===== src/dq_pkg.sv =====
`timescale 1ns / 1ps

package dq_pkg;

   // Ring geometry
   localparam int DEPTH = 16;
   localparam int PTR_W = $clog2(DEPTH);
   localparam int CNT_W = $clog2(DEPTH + 1);

   localparam int WORD_W   = 32;
   localparam int OPCODE_W = 3;

   // Request opcodes
   localparam logic [OPCODE_W-1:0] OP_PUSH_FRONT = 3'd0;
   localparam logic [OPCODE_W-1:0] OP_PUSH_BACK  = 3'd1;
   localparam logic [OPCODE_W-1:0] OP_DUMP       = 3'd2;
   localparam logic [OPCODE_W-1:0] OP_POP_BACK   = 3'd3;
   localparam logic [OPCODE_W-1:0] OP_POP_FRONT  = 3'd4;

   // Response status codes
   typedef enum logic [1:0] {
      ST_OK    = 2'd0,
      ST_EMPTY = 2'd1,
      ST_FULL  = 2'd2,
      ST_ELEM  = 2'd3
   } status_type;

   // Classified command kinds
   typedef enum logic [2:0] {
      CMD_PUSH_FRONT,
      CMD_PUSH_BACK,
      CMD_DUMP,
      CMD_POP_BACK,
      CMD_POP_FRONT,
      CMD_NOP
   } cmd_kind_type;

   typedef struct packed {
      cmd_kind_type              kind;
      logic signed [WORD_W-1:0]  word;
   } cmd_type;

   // Back end sequencer states
   typedef enum logic {
      BK_IDLE,
      BK_DUMP
   } bk_state_type;

   // Back end status seen by the top level
   typedef struct packed {
      logic [CNT_W-1:0] occupancy;
      logic             dumping;
   } bk_status_type;

   // Add two ring indexes modulo DEPTH
   function automatic logic [PTR_W-1:0] ring_add(input logic [PTR_W-1:0] a,
                                                 input logic [PTR_W-1:0] b);
      logic [PTR_W:0] sum;
      sum = {1'b0, a} + {1'b0, b};
      if (sum >= (PTR_W+1)'(DEPTH)) begin
         sum = sum - (PTR_W+1)'(DEPTH);
      end
      return sum[PTR_W-1:0];
   endfunction

endpackage


===== src/dq_front.sv =====
`timescale 1ns / 1ps

module dq_front (
   input  logic                          clock,
   input  logic                          reset,
   input  logic                          req_tvalid,
   output logic                          req_tready,
   input  logic [dq_pkg::WORD_W-1:0]     req_tdata,   // [31:0] word_in
   input  logic [dq_pkg::OPCODE_W-1:0]   req_tuser,   // [2:0] opcode
   output logic                          cmd_valid,
   output dq_pkg::cmd_type               cmd,
   input  logic                          cmd_pop
);
   import dq_pkg::*;

   cmd_type    queue_ff [2];
   logic       wr_ptr_ff, wr_ptr_in;
   logic       rd_ptr_ff, rd_ptr_in;
   logic [1:0] count_ff, count_in;
   cmd_type    classified;
   logic       push;

   // Classify the incoming opcode
   always_comb begin
      classified.word = req_tdata;
      unique case (req_tuser)
         OP_PUSH_FRONT: classified.kind = CMD_PUSH_FRONT;
         OP_PUSH_BACK:  classified.kind = CMD_PUSH_BACK;
         OP_DUMP:       classified.kind = CMD_DUMP;
         OP_POP_BACK:   classified.kind = CMD_POP_BACK;
         OP_POP_FRONT:  classified.kind = CMD_POP_FRONT;
         default:       classified.kind = CMD_NOP;
      endcase
   end

   assign req_tready = (count_ff != 2'd2);
   assign push       = req_tvalid && req_tready;
   assign cmd_valid  = (count_ff != 2'd0);
   assign cmd        = queue_ff[rd_ptr_ff];

   // Advance queue pointers and count
   always_comb begin
      wr_ptr_in = push    ? ~wr_ptr_ff : wr_ptr_ff;
      rd_ptr_in = cmd_pop ? ~rd_ptr_ff : rd_ptr_ff;
      count_in  = count_ff + 2'(push) - 2'(cmd_pop);
   end

   always_ff @(posedge clock) begin
      if (reset) begin
         wr_ptr_ff <= 1'b0;
         rd_ptr_ff <= 1'b0;
         count_ff  <= 2'd0;
      end else begin
         wr_ptr_ff <= wr_ptr_in;
         rd_ptr_ff <= rd_ptr_in;
         count_ff  <= count_in;
      end
   end

   // Hold classified items until the back end takes them
   always_ff @(posedge clock) begin
      if (push) begin
         queue_ff[wr_ptr_ff] <= classified;
      end
   end

endmodule


===== src/dq_back.sv =====
`timescale 1ns / 1ps

module dq_back (
   input  logic                          clock,
   input  logic                          reset,
   input  logic                          cmd_valid,
   input  dq_pkg::cmd_type               cmd,
   output logic                          cmd_pop,
   output logic                          rsp_tvalid,
   input  logic                          rsp_tready,
   output logic [dq_pkg::WORD_W-1:0]     rsp_tdata,   // [31:0] word_out
   output logic [1:0]                    rsp_tuser,   // [1:0] status
   output logic                          rsp_tlast,
   output dq_pkg::bk_status_type         bk_status
);
   import dq_pkg::*;

   logic [WORD_W-1:0] slots_ff [DEPTH];

   bk_state_type      state_ff, state_in;
   logic [PTR_W-1:0]  head_ff, head_in;
   logic [CNT_W-1:0]  occ_ff, occ_in;
   logic [PTR_W-1:0]  idx_ff, idx_in;

   logic              rsp_valid_ff, rsp_valid_in;
   status_type        rsp_status_ff, rsp_status_in;
   logic [WORD_W-1:0] rsp_word_ff, rsp_word_in;
   logic              rsp_last_ff, rsp_last_in;

   logic              out_free;
   logic              load;
   logic              full;
   logic              empty;
   logic              wr_en;
   logic [PTR_W-1:0]  wr_addr;
   logic [PTR_W-1:0]  rd_idx;
   logic [PTR_W-1:0]  rd_addr;
   logic [WORD_W-1:0] rd_data;
   logic              dump_last;

   assign out_free = !rsp_valid_ff || rsp_tready;
   assign full     = (occ_ff == CNT_W'(DEPTH));
   assign empty    = (occ_ff == '0);

   // Read the slot for the current dump position
   assign rd_idx    = (state_ff == BK_DUMP) ? idx_ff : '0;
   assign rd_addr   = ring_add(head_ff, rd_idx);
   assign rd_data   = slots_ff[rd_addr];
   assign dump_last = (CNT_W'(rd_idx) + CNT_W'(1)) == occ_ff;

   // Sequence commands and dumps
   always_comb begin
      state_in      = state_ff;
      head_in       = head_ff;
      occ_in        = occ_ff;
      idx_in        = idx_ff;
      cmd_pop       = 1'b0;
      load          = 1'b0;
      wr_en         = 1'b0;
      wr_addr       = ring_add(head_ff, occ_ff[PTR_W-1:0]);
      rsp_status_in = ST_OK;
      rsp_word_in   = '0;
      rsp_last_in   = 1'b1;
      unique case (state_ff)
         BK_IDLE: begin
            if (cmd_valid && out_free) begin
               cmd_pop = 1'b1;
               load    = 1'b1;
               unique case (cmd.kind)
                  CMD_PUSH_FRONT: begin
                     if (full) begin
                        rsp_status_in = ST_FULL;
                     end else begin
                        head_in = (head_ff == '0) ? PTR_W'(DEPTH - 1)
                                                  : head_ff - PTR_W'(1);
                        wr_addr = head_in;
                        wr_en   = 1'b1;
                        occ_in  = occ_ff + CNT_W'(1);
                     end
                  end
                  CMD_PUSH_BACK: begin
                     if (full) begin
                        rsp_status_in = ST_FULL;
                     end else begin
                        wr_en  = 1'b1;
                        occ_in = occ_ff + CNT_W'(1);
                     end
                  end
                  CMD_DUMP: begin
                     if (empty) begin
                        rsp_status_in = ST_EMPTY;
                     end else begin
                        rsp_status_in = ST_ELEM;
                        rsp_word_in   = rd_data;
                        rsp_last_in   = dump_last;
                        if (!dump_last) begin
                           state_in = BK_DUMP;
                           idx_in   = PTR_W'(1);
                        end
                     end
                  end
                  CMD_POP_BACK: begin
                     if (empty) begin
                        rsp_status_in = ST_EMPTY;
                     end else begin
                        occ_in = occ_ff - CNT_W'(1);
                     end
                  end
                  CMD_POP_FRONT: begin
                     if (empty) begin
                        rsp_status_in = ST_EMPTY;
                     end else begin
                        head_in = ring_add(head_ff, PTR_W'(1));
                        occ_in  = occ_ff - CNT_W'(1);
                     end
                  end
                  default: begin
                     rsp_status_in = ST_OK;
                  end
               endcase
            end
         end
         BK_DUMP: begin
            if (out_free) begin
               load          = 1'b1;
               rsp_status_in = ST_ELEM;
               rsp_word_in   = rd_data;
               rsp_last_in   = dump_last;
               if (dump_last) begin
                  state_in = BK_IDLE;
               end else begin
                  idx_in = idx_ff + PTR_W'(1);
               end
            end
         end
         default: begin
            state_in = BK_IDLE;
         end
      endcase
      rsp_valid_in = load || (rsp_valid_ff && !rsp_tready);
   end

   always_ff @(posedge clock) begin
      if (reset) begin
         state_ff     <= BK_IDLE;
         head_ff      <= '0;
         occ_ff       <= '0;
         idx_ff       <= '0;
         rsp_valid_ff <= 1'b0;
      end else begin
         state_ff     <= state_in;
         head_ff      <= head_in;
         occ_ff       <= occ_in;
         idx_ff       <= idx_in;
         rsp_valid_ff <= rsp_valid_in;
      end
   end

   // Load the output register when a result is produced
   always_ff @(posedge clock) begin
      if (load) begin
         rsp_status_ff <= rsp_status_in;
         rsp_word_ff   <= rsp_word_in;
         rsp_last_ff   <= rsp_last_in;
      end
   end

   // Write the slot store
   always_ff @(posedge clock) begin
      if (wr_en) begin
         slots_ff[wr_addr] <= cmd.word;
      end
   end

   assign rsp_tvalid = rsp_valid_ff;
   assign rsp_tdata  = rsp_word_ff;
   assign rsp_tuser  = rsp_status_ff;
   assign rsp_tlast  = rsp_last_ff;

   assign bk_status.occupancy = occ_ff;
   assign bk_status.dumping   = (state_ff == BK_DUMP);

endmodule


===== src/double_ended_queue_unit.sv =====
`timescale 1ns / 1ps

// Bounded double-ended queue of 32-bit signed words (16 slots, a ring with
// head index and occupancy). Each request item carries an opcode in req_tuser
// (push front, push back, dump, pop back, pop front) and the push word in
// req_tdata. Every push, pop or unknown opcode gives one response item with a
// status in rsp_tuser (ok, empty, full) and tlast set; a dump streams every
// stored word front to back with status "element" and tlast on the final one,
// or one empty status when nothing is stored. Pops do not return the word.
// Rate: the back end executes one push or pop per cycle while the output
// register is free (rsp_tready stalls it), so those items sustain one per
// cycle; a dump occupies the back end for its whole run (one slot read per
// cycle, likewise held by rsp_tready) and takes no new command. A result
// passes through the two-entry command queue and then the output register.
// The slot store needs no clearing pass after reset.
module double_ended_queue_unit (
   input  logic                          clock,
   input  logic                          reset,
   input  logic                          req_tvalid,
   output logic                          req_tready,
   input  logic [dq_pkg::WORD_W-1:0]     req_tdata,   // [31:0] word_in
   input  logic [dq_pkg::OPCODE_W-1:0]   req_tuser,   // [2:0] opcode
   output logic                          rsp_tvalid,
   input  logic                          rsp_tready,
   output logic [dq_pkg::WORD_W-1:0]     rsp_tdata,   // [31:0] word_out
   output logic [1:0]                    rsp_tuser,   // [1:0] status
   output logic                          rsp_tlast
);
   import dq_pkg::*;

   logic          cmd_valid;
   cmd_type       cmd;
   logic          cmd_pop;
   bk_status_type bk_status;

   dq_front u_front (
      .clock      (clock),
      .reset      (reset),
      .req_tvalid (req_tvalid),
      .req_tready (req_tready),
      .req_tdata  (req_tdata),
      .req_tuser  (req_tuser),
      .cmd_valid  (cmd_valid),
      .cmd        (cmd),
      .cmd_pop    (cmd_pop)
   );

   dq_back u_back (
      .clock      (clock),
      .reset      (reset),
      .cmd_valid  (cmd_valid),
      .cmd        (cmd),
      .cmd_pop    (cmd_pop),
      .rsp_tvalid (rsp_tvalid),
      .rsp_tready (rsp_tready),
      .rsp_tdata  (rsp_tdata),
      .rsp_tuser  (rsp_tuser),
      .rsp_tlast  (rsp_tlast),
      .bk_status  (bk_status)
   );

   // Occupancy never passes the ring size
   a_occ_bound: assert property (@(posedge clock) disable iff (reset)
      bk_status.occupancy <= CNT_W'(DEPTH))
      else $error("occupancy beyond ring size");

   // A dump in progress always has words left to stream
   a_dump_nonempty: assert property (@(posedge clock) disable iff (reset)
      bk_status.dumping |-> bk_status.occupancy != '0)
      else $error("dump running on empty queue");

   // Status-only results carry a zero word and close their run
   a_status_zero: assert property (@(posedge clock) disable iff (reset)
      (rsp_tvalid && rsp_tuser != ST_ELEM) |-> (rsp_tdata == '0 && rsp_tlast))
      else $error("status result with data or without last");

   // The back end takes no new command while a dump is streaming
   a_no_pop_in_dump: assert property (@(posedge clock) disable iff (reset)
      bk_status.dumping |-> !cmd_pop)
      else $error("command taken during dump");

endmodule

===== config.mk =====
export PLATFORM = sky130hd
export DESIGN_NAME = double_ended_queue_unit
export DESIGN_NICKNAME = d
export VERILOG_FILES = /design/src/dq_pkg.sv /design/src/dq_front.sv /design/src/dq_back.sv /design/src/double_ended_queue_unit.sv
export SDC_FILE = /design/constraint.sdc
export NUM_CORES = 1
export LEC_CHECK = 0
export BUFFER_PORTS_ARGS = -buffer_cell sky130_fd_sc_hd__buf_2
export CAP_MARGIN = 5
export CELL_PAD_IN_SITES_DETAIL_PLACEMENT = 1
export CELL_PAD_IN_SITES_GLOBAL_PLACEMENT = 2
export CORE_MARGIN = 1.5
export CORE_UTILIZATION = 45
export CTS_BUF_LIST = sky130_fd_sc_hd__clkbuf_4
export DETAILED_ROUTE_END_ITERATION = 12
export PLACE_DENSITY = 0.74
export SETUP_SLACK_MARGIN = 0.4
export SLEW_MARGIN = 5
export SYNTH_ARGS = -nofsm -noshare
export SYNTH_HDL_FRONTEND = slang
export SYNTH_HIERARCHICAL = 1
export SYNTH_SLANG_ARGS = --single-unit
export TNS_END_PERCENT = 10

===== constraint.sdc =====
create_clock -name clock -period 4.2 [get_ports clock]
set_input_delay 0 -clock clock [delete_from_list [all_inputs] [get_ports clock]]
set_output_delay 0 -clock clock [all_outputs]
set_load 0.01 [all_outputs]

# Yosys cells after proc, flatten, opt, wreduce, memory -nomap -nowiden

Memories as Yosys holds them, arrays and structs flattened. A register that Yosys moved wholly into a read port is not among the register bits.
Index checks and enable logic that the tools add are counted.

Register bits: 54
Input bits: 39
Bits in writable memories: 582
Memories kept: 2
Latch bits: 0
Bits in read-only memories: 0
Output and inout port bits: 37
Logic and storage cells: 132

Memory list:

| memory           | depth | bits a word | read ports | clocked after Yosys merged registers in | write ports | line           | text |
|---|---|---|---|---|---|---|---|
| u_back.slots_ff  | 16    | 32          | 1          | 0                                       | 1           | dq_back.sv:18  | `logic [WORD_W-1:0] slots_ff [DEPTH];` |
| u_front.queue_ff | 2     | 35          | 1          | 1                                       | 1           | dq_front.sv:16 | `cmd_type queue_ff [2];` |

Mux-type cells: 60
$add $sub $neg: 13
Equality and inequality tests: 21
Shift-type cells: 0
Order comparisons: 3
Multiply operators: 0
Reduce and logical (&&, ||, !) cells: 19
Bitwise logic cells: 3
Divide/modulo/power cells: 0

Operators with widths:

| cell                                                                  | number |
|---|---|
| 32-bit 2-to-1 mux                                                     | 4 |
| 4-bit 2-to-1 mux                                                      | 17 |
| 32-bit case mux with 2 select lines                                   | 1 |
| 1-bit 2-to-1 mux                                                      | 23 |
| 2-bit != test, second input constant                                  | 10 |
| 4-bit case mux with 2 select lines                                    | 2 |
| 4-bit by 1-bit subtractor with 4-bit output, second input constant    | 4 |
| 5-bit >= comparator, second input constant                            | 3 |
| 3-bit case mux with 5 select lines                                    | 1 |
| 3-bit by 2-bit equality test with 1-bit output, second input constant | 4 |
| 4-bit by 1-bit adder with 5-bit output, second input constant         | 2 |
| 4-bit by 4-bit adder with 5-bit output                                | 2 |
| 5-bit 2-to-1 mux                                                      | 2 |
| 5-bit case mux with 2 select lines                                    | 1 |
| 5-bit AND reduction                                                   | 2 |
| 2-bit 2-to-1 mux                                                      | 4 |
| 3-bit by 1-bit equality test with 1-bit output, second input constant | 2 |
| 3-bit equality test, second input constant                            | 2 |
| 3-bit logical NOT                                                     | 2 |
| 1-bit case mux with 2 select lines                                    | 3 |
| 2-bit case mux with 3 select lines                                    | 1 |
| 6-bit AND reduction                                                   | 1 |
| 2-bit nonzero test                                                    | 3 |
| 5-bit by 1-bit adder with 5-bit output, second input constant         | 1 |
| other kinds (15)                                                      | 22 |

# Longest topological paths before layout

An unclocked memory read counts as a cell.

Depth after elaboration: 9
Depth in mapped cells: 14
Depth with buffers taken out: 11

# By module

Netlist, hierarchy kept.

By module, submodules not included:

| module   | times used | sequential area each (µm²) | area each (µm²) | cells each |
|---|---|---|---|---|
| dq_back  | 1          | 16,726.0                   | 22,006.1        | 1,034 |
| dq_front | 1          | 2,202.1                    | 2,792.7         | 140 |

# Worst setup path after synthesis

No wires, ideal clock.

Path kind: register to register
Start point: register (tool-made name)
End point: memory u_back.slots_ff[15][0], enable pin
Slack: 467 ps
Data required time: 3,779 ps
Arrival time: 3,312 ps
Stages on the path, launching flop included: 10
Path buffers: 3
Setup time: 421 ps
Clock period less this slack: 3,733 ps
Cell sequence: dfxtp_1 buf_2 buf_2 mux2_1 clkbuf_1 nor2_1 nand4b_1 mux2_2 nand2_1 nor2_1

RTL lines:

| item             | line |
|---|---|
| end: declaration | dq_back.sv:18 |

# Worst setup path in the final report

Start point: register u_back.head_ff[0]
End point: memory u_back.slots_ff[2][3], enable pin

Longest elaborated chain between the ends: 7
Elaborated cells between the ends (all ways): 11
Classes of those cells: 3 x add/sub; 1 x order compare; 6 x mux; 1 x reduce/logical

Ends and longest elaborated chain:

| item                                                                               | line                       | text |
|---|---|---|
| start: declaration                                                                 | dq_back.sv:21              | `logic [PTR_W-1:0] head_ff, head_in;` |
| start signal: assignment                                                           | dq_back.sv:152             | `head_ff <= head_in;` |
| 4-bit by 4-bit adder with 5-bit output                                             | dq_pkg.sv:59               | `sum = {1'b0, a} + {1'b0, b};` |
| 4-bit by 1-bit subtractor with 4-bit output or 5-bit >= comparator (tied branches) | dq_pkg.sv:61, dq_pkg.sv:60 |  |
| 4-bit 2-to-1 mux                                                                   | dq_pkg.sv:60               | `if (sum >= (PTR_W+1)'(DEPTH)) begin` |
| 4-bit 2-to-1 mux                                                                   | dq_back.sv:71              | `if (full) begin` |
| 4-bit 2-to-1 mux                                                                   | dq_back.sv:69              | `unique case (cmd.kind)` |
| 4-bit 2-to-1 mux                                                                   | dq_back.sv:66              | `if (cmd_valid && out_free) begin` |
| 4-bit 2-to-1 mux *                                                                 | dq_back.sv:64              | `unique case (state_ff)` |

Every way passes the cells marked *; elsewhere a longest branch is shown, timed or not.

==> results.sh <==
export IMPL_clock_sinks=637
export IMPL_timing_critical_path_required_ns=4.85
export IMPL_final_layout_size_suffix_gt1_share_pct=34.6
export IMPL_worstPathArrival_ns=3.84
export IMPL_run_status="finished, final reports clean"
export IMPL_antenna_violations_before_repair=1
export IMPL_grt_first_pass_wirelength_um=87300
export IMPL_detail_route_iter0_violations=820
export IMPL_vias_per_cell=5.53
export IMPL_final_setup_viol_count=0
export IMPL_die_w_um=238
export IMPL_initial_core_utilization_pct=45.8
export IMPL_floorplan_die_area_um2=56500
export IMPL_max_vdd_ir_drop_mv=0.265
export IMPL_max_clock_path_buffers=3
export IMPL_routed_via_count=12600
export IMPL_synth_warnings=6
export IMPL_hold_class="in2reg"
export IMPL_global_route_overflow_total=0
export IMPL_clock_latency_ns=0.98
export IMPL_endpoint_kind="register"
export IMPL_placementRows=85
export IMPL_core_area_um2=54100
export IMPL_route_antenna_remaining_nets=0
export IMPL_maximum_clock_skew_at_final_layout_ns=0.0527
export IMPL_worstPathCellList="ha_1, inv_1, fa_1, mux2i_1, nand3_1, nor2_4, buf_4"
export IMPL_final_max_slew_violation_count=0
export IMPL_grt_start_max_net_pins=81
export IMPL_netlist_instances=1173
export IMPL_drt_drc_violations_left=0
export IMPL_power_leakage_nw=9.61
export IMPL_postRouteWirelength_um=58200
export IMPL_gpl_final_weighted_congestion=0.750
export IMPL_hold_violations=0
export IMPL_relative_slew_margins_pct=29.3
export IMPL_boundary_pin_count=76
export IMPL_synth_avg_cell_area_um2=21.1
export IMPL_drv_max_cap_violation_count=0
export IMPL_dieHeight_um=238
export IMPL_crit_slowest_cell="nor2_4"
export IMPL_htreeDepth=4
export IMPL_critical_path_max_fanout=15
export IMPL_port_buffer_count=75
export IMPL_power_per_cell_area_nw_per_um2=553
export IMPL_grt_total_usage_pct=21.6
export IMPL_cts_made_buffers=161
export IMPL_wl_per_cell_um=25.5
export IMPL_finalNetCount=1524
export IMPL_tritoncts="done"
export IMPL_clock_transition_time_at_the_flip_flop_clock_pins_of_the_worst_setup_and_hold_paths_ns=0.07
export IMPL_fin_setup_tns_ns=0
export IMPL_final_period_utilization_pct=76.0
export IMPL_nFillCells=4841
export IMPL_rsz_0062_raised_after_global_routing="no"
export IMPL_timing_worst_setup_path_type="reg2reg"
export IMPL_timing_fmax_ghz=0.313
export IMPL_hold_worst_slack_ns=0.154
export IMPL_grt_pass1_vias=13800
export IMPL_syn2layout_area_growth_pct=18.0
export IMPL_mappedNetlistNets=1226
export IMPL_detail_route_first_pass_iterations=4
export IMPL_clk_root_buffer_cell="clkbuf_4"
export IMPL_post_cts_resize_count=0
export IMPL_critPathLaunchType="register"
export IMPL_place_hpwl_um=34000
export IMPL_finalWorstPathRequiredPeriod_ns=3.19
export IMPL_transition_at_the_pin_with_the_smallest_max_transition_slack_ns=1.06
export IMPL_worst_path_largest_cell_delay_ns=0.61
export IMPL_synth_area_um2=24800
==> state kept, by name, indices dropped and copies added (netlist names), named ones only <==
signal             cells
u_back/rsp_tdata      32
u_front/queue_ff      70
u_back/state_ff        1
u_back/head_ff         4
u_back/rsp_tlast       1
u_back/rsp_tvalid      1
u_back/slots_ff      512
u_back/occ_ff          5
u_back/idx_ff          4
u_front/wr_ptr_ff      1
u_front/count_ff       2
u_front/rd_ptr_ff      1
u_back/rsp_tuser       2
==> worst paths after layout <==
check                                                    start                              end  slack, ns  depth (start not counted)
worst max-delay path            u_back/head_ff[0]$_SDFFE_PP0P_  u_back/slots_ff[2][3]$_DFFE_PP_       1.01                          7
worst min-delay path                                req_tvalid   u_front/count_ff[0]$_SDFF_PP0_       0.15                          6
worst max register to register  u_back/head_ff[0]$_SDFFE_PP0P_  u_back/slots_ff[2][3]$_DFFE_PP_       1.01                          7
worst min register to register   u_back/idx_ff[3]$_SDFFE_PP0P_    u_back/idx_ff[3]$_SDFFE_PP0P_       0.51                          2
==> placed cells by master (no fill, tap or decap), types with 11 or more instances in the layout <==
master	n
mux4_2	128
inv_1	11
clkinv_1	28
mux2_2	27
nor2_1	19
ha_1	11
o22ai_1	33
buf_12	17
buf_2	75
edfxtp_1	617
dlygate4sd3_1	82
nor2_4	17
o21ai_0	14
nand2_1	21
clkbuf_4	232
mux2i_1	72
dfxtp_1	19
buf_4	21
a21oi_1	15
mux2_1	11
==> per-stage QoR <==
stage	utilization (%)	area, um^2	instances	worst slack, ns	total power [mW]
after floorplan	-	24800	1173	0.467	9.88
final	54.0	29200	2286	1.01	16.2
after global placement	48.8	26400	1922	1.06	11.0
after detailed placement	48.8	26400	1922	1.00	11.1
after CTS	54.0	29200	2283	0.937	16.4
after global routing	54.0	29200	2284	0.801	16.9
==> worst max-delay path: cells and delay by family, from the launching register on <==
| family | cells | cell delay, ns |
|---|---|---|
| fa+ha+maj | 2 | 0.68 |
| buf+inv | 2 | 0.36 |
| flops | 1 | 0.57 |
| mux | 1 | 0.25 |
| simple gates | 2 | 1.00 |
==> power breakdown <==
part           internal, mW  switching [mW]
clock                  2.72            2.46
combinational          1.07            1.89
sequential             7.85           0.189
==> per-layer routing <==
layer / vias to the layer above / routed length [um] / track usage, %
met2: 321 / 28500 / 34.5
met3: 70 / 3300 / 6.25
met5: - / 0 / 0
met1: 6686 / 25600 / 29.0
met4: 0 / 799 / 6.18
li1: 5565 / - / -
==> area by class of cell <==
cell class / instances / area (um^2) / area share, %
flip-flops and latches: 637 / 18900 / 64.7
well taps: 696 / 871 / 2.98
multi-input cells: 464 / 5670 / 19.4
diodes: 3 / 7.51 / 0.0257
repair buffers: 195 / 1690 / 5.79
clock buffers: 232 / 1740 / 5.95
clock inverters: 47 / 287 / 0.980
inverters: 12 / 45.0 / 0.154
==> repair_timing <==
action / CTS / global route
hold endpoints to repair: 162 / 0
endpoints found under the setup margin: 0 / 0
setup buffers: 0 / 0
hold buffers: 82 / 0
(Power assumes the default switching activity.)
